<file path="config.mk">
export PLATFORM = sky130hd
export DESIGN_NAME = two_colour_life_generation_core
export DESIGN_NICKNAME = d
export VERILOG_FILES = /design/src/sv/tclg_pkg.sv /design/src/sv/tclg_ctrl.sv /design/src/sv/tclg_dp.sv /design/src/sv/two_colour_life_generation_core.sv
export SDC_FILE = /design/constraint.sdc
export NUM_CORES = 1
export LEC_CHECK = 0
export BUFFER_PORTS_ARGS = -buffer_cell sky130_fd_sc_hd__buf_4
export CAP_MARGIN = 20
export CORE_UTILIZATION = 35
export DETAILED_ROUTE_END_ITERATION = 10
export GPL_ROUTABILITY_DRIVEN = 0
export PLACE_DENSITY = 0.47
export SYNTH_ARGS = -nofsm -noshare
export SYNTH_HDL_FRONTEND = slang
export SYNTH_HIERARCHICAL = 1
export SYNTH_SLANG_ARGS = --single-unit
export TNS_END_PERCENT = 1
</file>
<file path="constraint.sdc">
create_clock -name clock -period 9 [get_ports clock]
set_clock_uncertainty 0.05 [all_clocks]
set_input_delay 0.45 -clock clock [delete_from_list [all_inputs] [get_ports clock]]
set_output_delay 0.45 -clock clock [all_outputs]
set_load 0.05 [all_outputs]
</file>
<file path="src/sv/tclg_pkg.sv">
// types, constants and cell-rule functions of the two-colour life generation core
package tclg_pkg;

   localparam int WIDTH_MAX    = 32;
   localparam int HEIGHT_MAX   = 32;
   localparam int COL_W        = $clog2(WIDTH_MAX);
   localparam int ROW_W        = $clog2(HEIGHT_MAX);
   localparam int CFG_W        = 6;
   localparam int SEED_W       = 16;
   localparam int OUT_COL_W    = 5;
   localparam int OUT_ROW_W    = 5;
   localparam int CSR_IDX_W    = 2;

   localparam logic [SEED_W-1:0] SEED_DEFAULT = 16'hACE1;
   localparam logic [SEED_W-1:0] LFSR_TAPS    = 16'hB400;
   localparam logic [CFG_W-1:0]  WIDTH_RESET  = 6'd32;
   localparam logic [CFG_W-1:0]  HEIGHT_RESET = 6'd18;

   localparam logic [CSR_IDX_W-1:0] CSR_WIDTH  = 2'd0;
   localparam logic [CSR_IDX_W-1:0] CSR_HEIGHT = 2'd1;
   localparam logic [CSR_IDX_W-1:0] CSR_SEED   = 2'd2;

   typedef struct packed {
      logic cell_alive;
      logic cell_colour;
   } req_type;

   typedef struct packed {
      logic                 next_alive;
      logic                 next_colour;
      logic [OUT_COL_W-1:0] out_col;
      logic [OUT_ROW_W-1:0] out_row;
      logic                 frame_last;
   } rsp_type;

   // three-cell column: alive count, colour count, middle cell
   typedef struct packed {
      logic [1:0] alive;
      logic [1:0] colour;
      logic [1:0] mid;
   } col_sum_type;

   localparam col_sum_type SUM_ZERO = '0;

   typedef struct packed {
      logic alive;
      logic colour;
      logic tie;
   } cell_next_type;

   typedef struct packed {
      logic accept;
      logic edge_emit;
      logic flush_load;
      logic flush_emit;
   } cmd_type;

   typedef struct packed {
      logic out_free;
      logic emit_first;
      logic row_end;
      logic frame_end;
      logic flush_end;
   } stat_type;

   // cells are {colour, alive}
   function automatic col_sum_type make_sum(logic [1:0] top, logic [1:0] mid,
                                            logic [1:0] bot);
      col_sum_type s;
      s.alive  = {1'b0, top[0]} + {1'b0, mid[0]} + {1'b0, bot[0]};
      s.colour = {1'b0, top[1]} + {1'b0, mid[1]} + {1'b0, bot[1]};
      s.mid    = mid;
      return s;
   endfunction

   function automatic logic [COL_W-1:0] width_last(logic [CFG_W-1:0] v);
      logic [COL_W-1:0] res;
      if (v == '0) begin
         res = '0;
      end else if (int'(v) > WIDTH_MAX) begin
         res = COL_W'(WIDTH_MAX - 1);
      end else begin
         res = COL_W'(v - CFG_W'(1));
      end
      return res;
   endfunction

   function automatic logic [ROW_W-1:0] height_last(logic [CFG_W-1:0] v);
      logic [ROW_W-1:0] res;
      if (v == '0) begin
         res = '0;
      end else if (int'(v) > HEIGHT_MAX) begin
         res = ROW_W'(HEIGHT_MAX - 1);
      end else begin
         res = ROW_W'(v - CFG_W'(1));
      end
      return res;
   endfunction

   function automatic cell_next_type next_cell(col_sum_type l, col_sum_type c,
                                               col_sum_type r, logic rnd);
      cell_next_type res;
      logic [3:0]    total;
      logic [3:0]    p2;
      logic          major;
      total = 4'(l.alive) + 4'(c.alive) + 4'(r.alive) - 4'(c.mid[0]);
      p2    = 4'(l.colour) + 4'(c.colour) + 4'(r.colour) - 4'(c.mid[1]);
      major = ({p2, 1'b0} > {1'b0, total});
      res   = '0;
      if (total == 4'd2 && p2 == 4'd1) begin
         res.tie    = 1'b1;
         res.alive  = c.mid[0];
         res.colour = rnd;
      end else if ((c.mid[0] && (total == 4'd2 || total == 4'd3)) ||
                   (!c.mid[0] && total == 4'd3)) begin
         res.alive  = 1'b1;
         res.colour = major;
      end
      return res;
   endfunction

   function automatic logic [SEED_W-1:0] lfsr_step(logic [SEED_W-1:0] v);
      return (v >> 1) ^ (v[0] ? LFSR_TAPS : '0);
   endfunction

endpackage

</file>
<file path="src/sv/tclg_ctrl.sv">
// controller state machine: item intake, row-end emission and final-row flush
module tclg_ctrl (
   input  logic               clock,
   input  logic               reset,
   input  logic               req_valid,
   output logic               req_stall,
   input  tclg_pkg::stat_type stat,
   output tclg_pkg::cmd_type  cmd
);

   localparam logic [1:0] S_RUN   = 2'd0;
   localparam logic [1:0] S_EDGE  = 2'd1;
   localparam logic [1:0] S_FLOAD = 2'd2;
   localparam logic [1:0] S_FLUSH = 2'd3;

   logic [1:0] state_ff, state_in;
   logic       last_pend_ff, last_pend_in;

   always_comb begin
      state_in     = state_ff;
      last_pend_in = last_pend_ff;
      cmd          = '0;
      req_stall    = 1'b1;
      unique case (state_ff)
         S_RUN: begin
            req_stall  = !stat.out_free;
            cmd.accept = req_valid && stat.out_free;
            if (cmd.accept) begin
               if (stat.row_end) begin
                  state_in     = S_EDGE;
                  last_pend_in = stat.frame_end;
               end else if (stat.frame_end) begin
                  state_in = S_FLOAD;
               end
            end
         end
         S_EDGE: begin
            if (stat.out_free) begin
               cmd.edge_emit = 1'b1;
               state_in      = last_pend_ff ? S_FLOAD : S_RUN;
            end
         end
         S_FLOAD: begin
            cmd.flush_load = 1'b1;
            state_in       = S_FLUSH;
         end
         S_FLUSH: begin
            if (stat.out_free) begin
               cmd.flush_emit = 1'b1;
               if (stat.flush_end) begin
                  state_in = S_RUN;
               end
            end
         end
         default: begin
            state_in = S_RUN;
         end
      endcase
   end

   always_ff @(posedge clock) begin
      if (reset) begin
         state_ff     <= S_RUN;
         last_pend_ff <= 1'b0;
      end else begin
         state_ff     <= state_in;
         last_pend_ff <= last_pend_in;
      end
   end

endmodule

</file>
<file path="src/sv/tclg_dp.sv">
// datapath: line buffers, column windows, cell rule, tie lfsr and result register
module tclg_dp (
   input  logic                                 clock,
   input  logic                                 reset,
   input  tclg_pkg::req_type                    req_data,
   output logic                                 rsp_valid,
   input  logic                                 rsp_stall,
   output tclg_pkg::rsp_type                    rsp_data,
   input  logic                                 csr_valid,
   input  logic [tclg_pkg::CSR_IDX_W-1:0]       csr_index,
   input  logic [tclg_pkg::SEED_W-1:0]          csr_wdata,
   input  tclg_pkg::cmd_type                    cmd,
   output tclg_pkg::stat_type                   stat
);

   logic [tclg_pkg::CFG_W-1:0]  width_ff, width_in;
   logic [tclg_pkg::CFG_W-1:0]  height_ff, height_in;
   logic [tclg_pkg::SEED_W-1:0] lfsr_ff, lfsr_in;

   logic [1:0] older_ff [tclg_pkg::WIDTH_MAX];
   logic [1:0] newer_ff [tclg_pkg::WIDTH_MAX];

   logic [tclg_pkg::COL_W-1:0] in_col_ff, in_col_in;
   logic [tclg_pkg::ROW_W-1:0] in_row_ff, in_row_in;
   logic [tclg_pkg::COL_W-1:0] acc_col_ff, acc_col_in;
   logic [tclg_pkg::ROW_W-1:0] acc_row_ff, acc_row_in;
   logic [tclg_pkg::COL_W-1:0] flush_x_ff, flush_x_in;

   tclg_pkg::col_sum_type win_far_ff, win_far_in;
   tclg_pkg::col_sum_type win_near_ff, win_near_in;

   logic                  rsp_valid_ff, rsp_valid_in;
   tclg_pkg::rsp_type     rsp_data_ff, rsp_data_in;

   logic [tclg_pkg::COL_W-1:0] wm1, c, rd_addr, emit_col;
   logic [tclg_pkg::ROW_W-1:0] hm1, r, emit_row;
   logic [1:0]                 older_rd, newer_rd, cell_in;
   logic                       top_ok, emit_last, do_emit;
   tclg_pkg::col_sum_type      cur, right, centre0, emit_right;
   tclg_pkg::cell_next_type    nc;

   assign wm1 = tclg_pkg::width_last(width_ff);
   assign hm1 = tclg_pkg::height_last(height_ff);
   assign c   = (in_col_ff > wm1) ? wm1 : in_col_ff;
   assign r   = (in_row_ff > hm1) ? hm1 : in_row_ff;

   always_comb begin
      priority if (cmd.flush_load) begin
         rd_addr = '0;
      end else if (cmd.flush_emit) begin
         rd_addr = flush_x_ff + tclg_pkg::COL_W'(1);
      end else begin
         rd_addr = c;
      end
   end

   assign older_rd = older_ff[rd_addr];
   assign newer_rd = newer_ff[rd_addr];
   assign cell_in  = {req_data.cell_colour, req_data.cell_alive};
   assign top_ok   = (acc_row_ff != '0);

   assign cur     = tclg_pkg::make_sum((r >= tclg_pkg::ROW_W'(2)) ? older_rd : 2'b00,
                                       (r != '0) ? newer_rd : 2'b00, cell_in);
   assign centre0 = tclg_pkg::make_sum(top_ok ? older_rd : 2'b00, newer_rd, 2'b00);
   assign right   = (flush_x_ff != wm1) ? centre0 : tclg_pkg::SUM_ZERO;

   // one emission per cycle while the result register is free; left and centre always come from the window
   always_comb begin
      priority if (cmd.accept) begin
         emit_right = cur;
         emit_row   = r - tclg_pkg::ROW_W'(1);
         emit_col   = c - tclg_pkg::COL_W'(1);
         emit_last  = 1'b0;
      end else if (cmd.edge_emit) begin
         emit_right = tclg_pkg::SUM_ZERO;
         emit_row   = acc_row_ff - tclg_pkg::ROW_W'(1);
         emit_col   = acc_col_ff;
         emit_last  = 1'b0;
      end else begin
         emit_right = right;
         emit_row   = acc_row_ff;
         emit_col   = flush_x_ff;
         emit_last  = (flush_x_ff == wm1);
      end
   end

   assign nc      = tclg_pkg::next_cell(win_far_ff, win_near_ff, emit_right, lfsr_ff[0]);
   assign do_emit = (cmd.accept && stat.emit_first) || cmd.edge_emit || cmd.flush_emit;

   always_comb begin
      rsp_valid_in            = do_emit || (rsp_valid_ff && rsp_stall);
      rsp_data_in             = rsp_data_ff;
      if (do_emit) begin
         rsp_data_in.next_alive  = nc.alive;
         rsp_data_in.next_colour = nc.colour;
         rsp_data_in.out_col     = tclg_pkg::OUT_COL_W'(emit_col);
         rsp_data_in.out_row     = tclg_pkg::OUT_ROW_W'(emit_row);
         rsp_data_in.frame_last  = emit_last;
      end
   end

   always_comb begin
      width_in  = width_ff;
      height_in = height_ff;
      lfsr_in   = lfsr_ff;
      if (csr_valid) begin
         unique case (csr_index)
            tclg_pkg::CSR_WIDTH:  width_in  = csr_wdata[tclg_pkg::CFG_W-1:0];
            tclg_pkg::CSR_HEIGHT: height_in = csr_wdata[tclg_pkg::CFG_W-1:0];
            tclg_pkg::CSR_SEED: begin
               lfsr_in = (csr_wdata != '0) ? csr_wdata : tclg_pkg::SEED_DEFAULT;
            end
            default: begin
               width_in = width_ff;
            end
         endcase
      end else if (do_emit && nc.tie) begin
         lfsr_in = tclg_pkg::lfsr_step(lfsr_ff);
      end
   end

   always_comb begin
      in_col_in   = in_col_ff;
      in_row_in   = in_row_ff;
      acc_col_in  = acc_col_ff;
      acc_row_in  = acc_row_ff;
      flush_x_in  = flush_x_ff;
      win_far_in  = win_far_ff;
      win_near_in = win_near_ff;
      priority if (cmd.accept) begin
         acc_col_in  = c;
         acc_row_in  = r;
         win_far_in  = (c == '0) ? tclg_pkg::SUM_ZERO : win_near_ff;
         win_near_in = cur;
         if (stat.frame_end) begin
            in_col_in = '0;
            in_row_in = '0;
         end else if (c == wm1) begin
            in_col_in = '0;
            in_row_in = r + tclg_pkg::ROW_W'(1);
         end else begin
            in_col_in = c + tclg_pkg::COL_W'(1);
         end
      end else if (cmd.flush_load) begin
         flush_x_in  = '0;
         win_far_in  = tclg_pkg::SUM_ZERO;
         win_near_in = centre0;
      end else if (cmd.flush_emit) begin
         flush_x_in  = flush_x_ff + tclg_pkg::COL_W'(1);
         win_far_in  = win_near_ff;
         win_near_in = right;
      end
   end

   always_ff @(posedge clock) begin
      if (reset) begin
         width_ff     <= tclg_pkg::WIDTH_RESET;
         height_ff    <= tclg_pkg::HEIGHT_RESET;
         lfsr_ff      <= tclg_pkg::SEED_DEFAULT;
         in_col_ff    <= '0;
         in_row_ff    <= '0;
         rsp_valid_ff <= 1'b0;
      end else begin
         width_ff     <= width_in;
         height_ff    <= height_in;
         lfsr_ff      <= lfsr_in;
         in_col_ff    <= in_col_in;
         in_row_ff    <= in_row_in;
         rsp_valid_ff <= rsp_valid_in;
      end
   end

   always_ff @(posedge clock) begin
      acc_col_ff  <= acc_col_in;
      acc_row_ff  <= acc_row_in;
      flush_x_ff  <= flush_x_in;
      win_far_ff  <= win_far_in;
      win_near_ff <= win_near_in;
      rsp_data_ff <= rsp_data_in;
   end

   // line buffers shift one row down as the new row arrives
   always_ff @(posedge clock) begin
      if (cmd.accept) begin
         older_ff[c] <= newer_rd;
         newer_ff[c] <= cell_in;
      end
   end

   assign stat.out_free   = !rsp_valid_ff || !rsp_stall;
   assign stat.emit_first = (r != '0) && (c != '0);
   assign stat.row_end    = (r != '0) && (c == wm1);
   assign stat.frame_end  = (r == hm1) && (c == wm1);
   assign stat.flush_end  = (flush_x_ff == wm1);

   assign rsp_valid = rsp_valid_ff;
   assign rsp_data  = rsp_data_ff;

endmodule

</file>
<file path="src/sv/two_colour_life_generation_core.sv">
// Two-colour life generation core: takes one generation as a raster stream of
// cells (row 0 first, column 0 first) and returns the next generation in raster
// order, one row behind the input, with no wrap at the grid border. Inside a row
// one cell is taken per clock while the result register drains; the last cell of
// every row but the first is followed by a right-edge result, and the last cell
// of a frame is followed by a setup state and a flush of the final row from the
// line buffers. Input is held off during the edge, setup and flush states and
// whenever the result register is full and stalled. Width, height and seed must
// be written through the csr port only while the block is idle; the block itself
// does not enforce this. Writing the seed reloads the tie-break lfsr, a zero seed
// loading 0xACE1.
module two_colour_life_generation_core (
   input  logic                           clock,
   input  logic                           reset,
   input  logic                           req_valid,
   output logic                           req_stall,
   input  tclg_pkg::req_type              req_data,
   output logic                           rsp_valid,
   input  logic                           rsp_stall,
   output tclg_pkg::rsp_type              rsp_data,
   input  logic                           csr_valid,
   output logic                           csr_ready,
   input  logic [tclg_pkg::CSR_IDX_W-1:0] csr_index,
   input  logic [tclg_pkg::SEED_W-1:0]    csr_wdata
);

   tclg_pkg::cmd_type  cmd;
   tclg_pkg::stat_type stat;

   assign csr_ready = 1'b1;

   tclg_ctrl u_ctrl (
      .clock     (clock),
      .reset     (reset),
      .req_valid (req_valid),
      .req_stall (req_stall),
      .stat      (stat),
      .cmd       (cmd)
   );

   tclg_dp u_dp (
      .clock     (clock),
      .reset     (reset),
      .req_data  (req_data),
      .rsp_valid (rsp_valid),
      .rsp_stall (rsp_stall),
      .rsp_data  (rsp_data),
      .csr_valid (csr_valid),
      .csr_index (csr_index),
      .csr_wdata (csr_wdata),
      .cmd       (cmd),
      .stat      (stat)
   );

endmodule

</file>
======== Word level (Yosys, flattened, before mapping) ========
Memory sizes are Yosys's and may differ from the RTL's.
Index checks and enable logic that the tools add are counted.
storage, ports and cells
  output and inout bits ................... 16
  input bits .............................. 25
  memory bits (writable) .................. 128
  memories kept ........................... 2
  logic and storage cells ................. 164
  register bits ........................... 80
operators by class
  magnitude comparators ................... 6
  bitwise operators ....................... 2
  equal/unequal tests ..................... 18
  $add $sub $neg .......................... 20
  reduce and logical (&&, ||, !) cells .... 41
  multiplexer cells ....................... 54
memory list
  memory         depth  bits a word  rd ports  clocked after memory_dff  wr ports  line           RTL
  u_dp.newer_ff  32     2            1         0                         1         tclg_dp.sv:21  logic [1:0] newer_ff [tclg_pkg::WIDTH_MAX];
  u_dp.older_ff  32     2            1         0                         1         tclg_dp.sv:20  logic [1:0] older_ff [tclg_pkg::WIDTH_MAX];
operators by type and width
  operator             number
  $mux 5               17
  $mux 16              5
  $mux 6               10
  $sub 5x1->5 const B  5
  $mux 2               12
  $reduce_bool 16->1   1
  $xor 15x16->16       1
  $add 5x1->5 const B  3
  $eq 5x5->1           3
  $reduce_bool 5->1    3
  $gt 6x6->1 const B   2
  $logic_not 6->1      2
  $gt 5x5->1           2
  $logic_and 1x1->1    10
  $reduce_and 2->1     5
  $mux 1               9
  $add 1x1->2          4
  $add 4x2->4          2
  $eq 4x2->1 const B   2
  $ne 2x1->1 const B   4
  $pmux 2 s4           1
  $sub 4x1->4          2
  $add 2x2->3          2
  $eq 2x2->1 const B   3
  18 further kinds     31

======== Logic depth before layout (Yosys ltp) ========
An unclocked memory read counts as a cell.
  depth in word-level cells ............... 21
  gate-level depth with buffers ........... 34
  mapped depth without buffers ............ 31

======== By module ========
Netlist, hierarchy kept.
modules (own cells, without submodules)
  module                           cells each  times used  area each (µm²)  seq. area each (µm²)
  tclg_dp                          903         1           10,528.8         5,765.5
  tclg_ctrl                        23          1           205.2            60.1
  two_colour_life_generation_core  2           1           11.3             0.0

======== Worst setup path before layout ========
Ideal clock, no wire load.
  path type ............................... flip-flop to flip-flop
  start ................................... register u_dp/width_ff[0] (netlist name)
  end ..................................... register u_dp/lfsr_ff[14] (netlist name)
  data required time ...................... 8.864 ns
  stages on the path, launching flop included .. 28
  setup time .............................. 0.086 ns
  setup slack ............................. 1.652 ns
  clock period less this slack ............ 7.348 ns
  data arrival time ....................... 7.213 ns
  path buffers ............................ 3
  cell sequence ........................... dfxtp_1 inv_1 ha_1 or4b_1 a22oi_4 ha_1 a21oi_1 o221ai_1 and4_1 o31ai_2 buf_2 buf_2 a311oi_1 o32a_1 o22ai_1 inv_1 ha_1 a22o_1 fa_1 ha_1 fa_1 xnor2_1 and3_1 nand3_1 o31ai_1 buf_2 nor2_1 a211oi_1
RTL lines
  item                      line            RTL
  start: declaration        tclg_dp.sv:16   logic [tclg_pkg::CFG_W-1:0] width_ff, width_in;
  start signal: assignment  tclg_dp.sv:157  width_ff <= tclg_pkg::WIDTH_RESET;
  start signal: assignment  tclg_dp.sv:164  width_ff <= width_in;
  end signal: assignment    tclg_dp.sv:159  lfsr_ff <= tclg_pkg::SEED_DEFAULT;
  end signal: assignment    tclg_dp.sv:166  lfsr_ff <= lfsr_in;
  end: declaration          tclg_dp.sv:18   logic [tclg_pkg::SEED_W-1:0] lfsr_ff, lfsr_in;

==> impl_metrics.toml <==
[clocking]
cts_inserted_buffers = 25
clock_path_buffers = 3
clk_transition_reported_paths_ns = 0.06
ctsHoldBuffers = 0
clk-insertion-delay-late_ns = 0.55
htree_num_levels = 1
tritoncts_num_sinks = 208
clock_tree.root_cell = "clkbuf_16"
tritoncts = "built"

[cells_and_area]
filler_cell_count = 2833
insertedDiodeCount = 0
final_cell_utilization_of_the_core_pct = 41.24
nets = 1049
ff_latch_area_um2 = 5826
multi_input_comb_area_um2 = 4561
drive_above_1_share_pct = 14.54
flow.area_growth_from_synthesis_pct = 14.71

[synth]
synth.yosys.warnings = 6
postSynthCellCount = 927
post_synth.cell_area_avg_um2 = 11.58
synthesis.area_um2 = 10740
net_count_of_the_mapped_netlist = 997

[setup_path]
timing.reg2reg.worst_path_depth = 29
worstSetupPathType = "register to register"
cp_data_required_time_ns = 9.37
crit_path_max_incr_delay_ns = 0.60
r2r_setup_slack_ns = 0.57
crit_slowest_cell = "o31a_1"
rr_startpoint = "u_dp/width_ff[0]"
critPathLaunchType = "register"
arrival_ns = 8.80
path_common_cell = "inv_1"
critical_path.endpoint_type = "register"
worstReg2RegEnd = "u_dp/lfsr_ff[15]"
cp_max_fo = 33

[flow_run]
drv_cap = 0

[drt]
overall_via_count_from_detail_route = 7304
drc = 0
detail_route.wirelength_mm = 27.62
drt_first_iter_violations = 564
post_drt_wl_per_cell_um = 19.91
final_ant_viol_nets = 0
vias_per_cell = 5.266
drt-pass1-iter-count = 5

[worst_hold_path]
hp-start = "csr_wdata[5]"
hold_path_depth = 2
min_delay_worst_endpoint = "u_dp/width_ff[5]"
hold_path.class = "input pin to register"

[power]
max-vdd-ir-drop_v = 0.0001117
p_per_area_nw_per_um2 = 188.4
p_leak_nw = 4.583
p_total_mw = 2.321

[floorplanning]
initial_standard_cell_utilization_of_the_core_pct = 35.95
std_cell_rows = 63
chipWidth_um = 177.2
die-height_um = 177.2
ioPinCount = 41
coreArea_um2 = 29870
die-area_um2 = 31390

[timing]
final-setup-viol-count = 0
hold-worst-slack_ns = 0.1322
finalHoldViolCount = 0
grt_setup_unrepaired = "false"
layout_worst_path_cycle_share_pct = 93.72
worst_slew_pin_slew_ns = 0.8158
timing.final.max_slew_violations = 0
period_minus_slack_ns = 8.434
fmax_ghz = 0.1186
fin_setup_tns_ns = 0
slew_headroom_pct = 44.84

[place]
io_buffer_count = 39
post-dp-hpwl_mm = 19.25

[run_status]
outcome = "complete, no violations"

[grt]
grt_start_max_net_pins = 44
grt_first_pass_wirelength_mm = 43.37
antenna_violations_before_repair = 0
grt_pass1_vias = 7253
global_route.usage.total_pct = 18.13
grt_remaining_overflow = 0
## repair_timing
| action | CTS | global route |
|---|---|---|
| setup buffers | 0 | 0 |
| endpoints found under the setup margin | 0 | 16 |
| gates resized for setup | 0 | 2 |
## worst max-delay path by stage
stage / from / to / slack [ns]
2_1_floorplan: u_dp/width_ff[0] / u_dp/lfsr_ff[14] / 1.65
3_3_place_gp: u_dp/width_ff[0] / u_dp/lfsr_ff[10] / 0.49
3_5_place_dp: u_dp/width_ff[0] / u_dp/lfsr_ff[15] / 0.44
4_1_cts: u_dp/width_ff[0] / u_dp/lfsr_ff[15] / 0.43
5_1_grt: u_dp/width_ff[0] / u_dp/lfsr_ff[0] / 0.03
6_report: u_dp/width_ff[0] / u_dp/lfsr_ff[15] / 0.57
## layer usage
metal	vias to the layer above	routed length, um	GRT usage [%]
met3	38	1448	2.771
met1	3545	13270	26.06
met5	-	0	0
met4	0	389	3.807
li1	3554	-	-
met2	167	12510	28.69
## worst max-delay path: cells and delay by family (launching register included)
| family | cells | cell delay [ns] |
|---|---|---|
| flip-flops | 1 | 0.33 |
| multiplexers | 3 | 1.15 |
| buffers and inverters | 6 | 0.74 |
| adder cells (fa/ha/maj) | 6 | 1.75 |
| AO/OA/AOI/OAI | 8 | 2.63 |
| AND/OR/NAND/NOR | 6 | 1.64 |
## layout by cell type, fill, tap and decap left out, types with 14 or more instances in the layout
| cell | instances |
|---|---|
| a21oi_1 | 30 |
| mux2_2 | 18 |
| mux2i_1 | 53 |
| edfxtp_1 | 166 |
| inv_1 | 51 |
| dfxtp_1 | 42 |
| clkbuf_16 | 25 |
| nor2_1 | 104 |
| buf_4 | 60 |
| nand2_1 | 75 |
| a211o_1 | 14 |
| o22ai_1 | 16 |
| a211oi_1 | 18 |
| xor2_1 | 16 |
| xnor2_1 | 21 |
| nand3_1 | 19 |
| ha_1 | 37 |
| o21ai_0 | 19 |
## registers in the layout (all words and copies together) (netlist names), 4 cells and up
signal,count
u_dp/newer_ff,64
u_dp/older_ff,64
u_dp/lfsr_ff,16
u_dp/rsp_data,13
u_dp/height_ff,6
u_dp/width_ff,6
u_dp/win_near_ff,6
u_dp/acc_col_ff,5
u_dp/acc_row_ff,5
u_dp/flush_x_ff,5
u_dp/in_col_ff,5
u_dp/in_row_ff,5
u_dp/win_far_ff,4
## per-stage QoR
stage          setup WS [ns]  instances  instance area [um2]
6_report              0.5656       1387                12320
5_1_grt              0.02513       1387                12320
4_1_cts               0.4300       1387                12310
3_5_place_dp          0.4352       1342                11540
3_3_place_gp          0.4936       1342                11540
2_1_floorplan          1.652        927                10740
## report_power, final
| part | internal, mW | total, mW | switching, mW |
|---|---|---|---|
| combinational | 0.112 | 0.284 | 0.172 |
| clock | 0.559 | 0.959 | 0.400 |
| sequential | 1.07 | 1.08 | 0.0110 |
| total | 1.74 | 2.32 | 0.582 |
## layout make-up
| type | count | share of cell area (%) |
|---|---|---|
| clock inverters | 10 | 0.7211 |
| well taps | 390 | 3.961 |
| multi-input cells | 629 | 37.02 |
| inverters | 54 | 1.645 |
| clock buffers | 35 | 5.545 |
| flip-flops and latches | 208 | 47.29 |
| repair buffers | 61 | 3.819 |
Note: power is estimated with default switching activity, not from simulation.
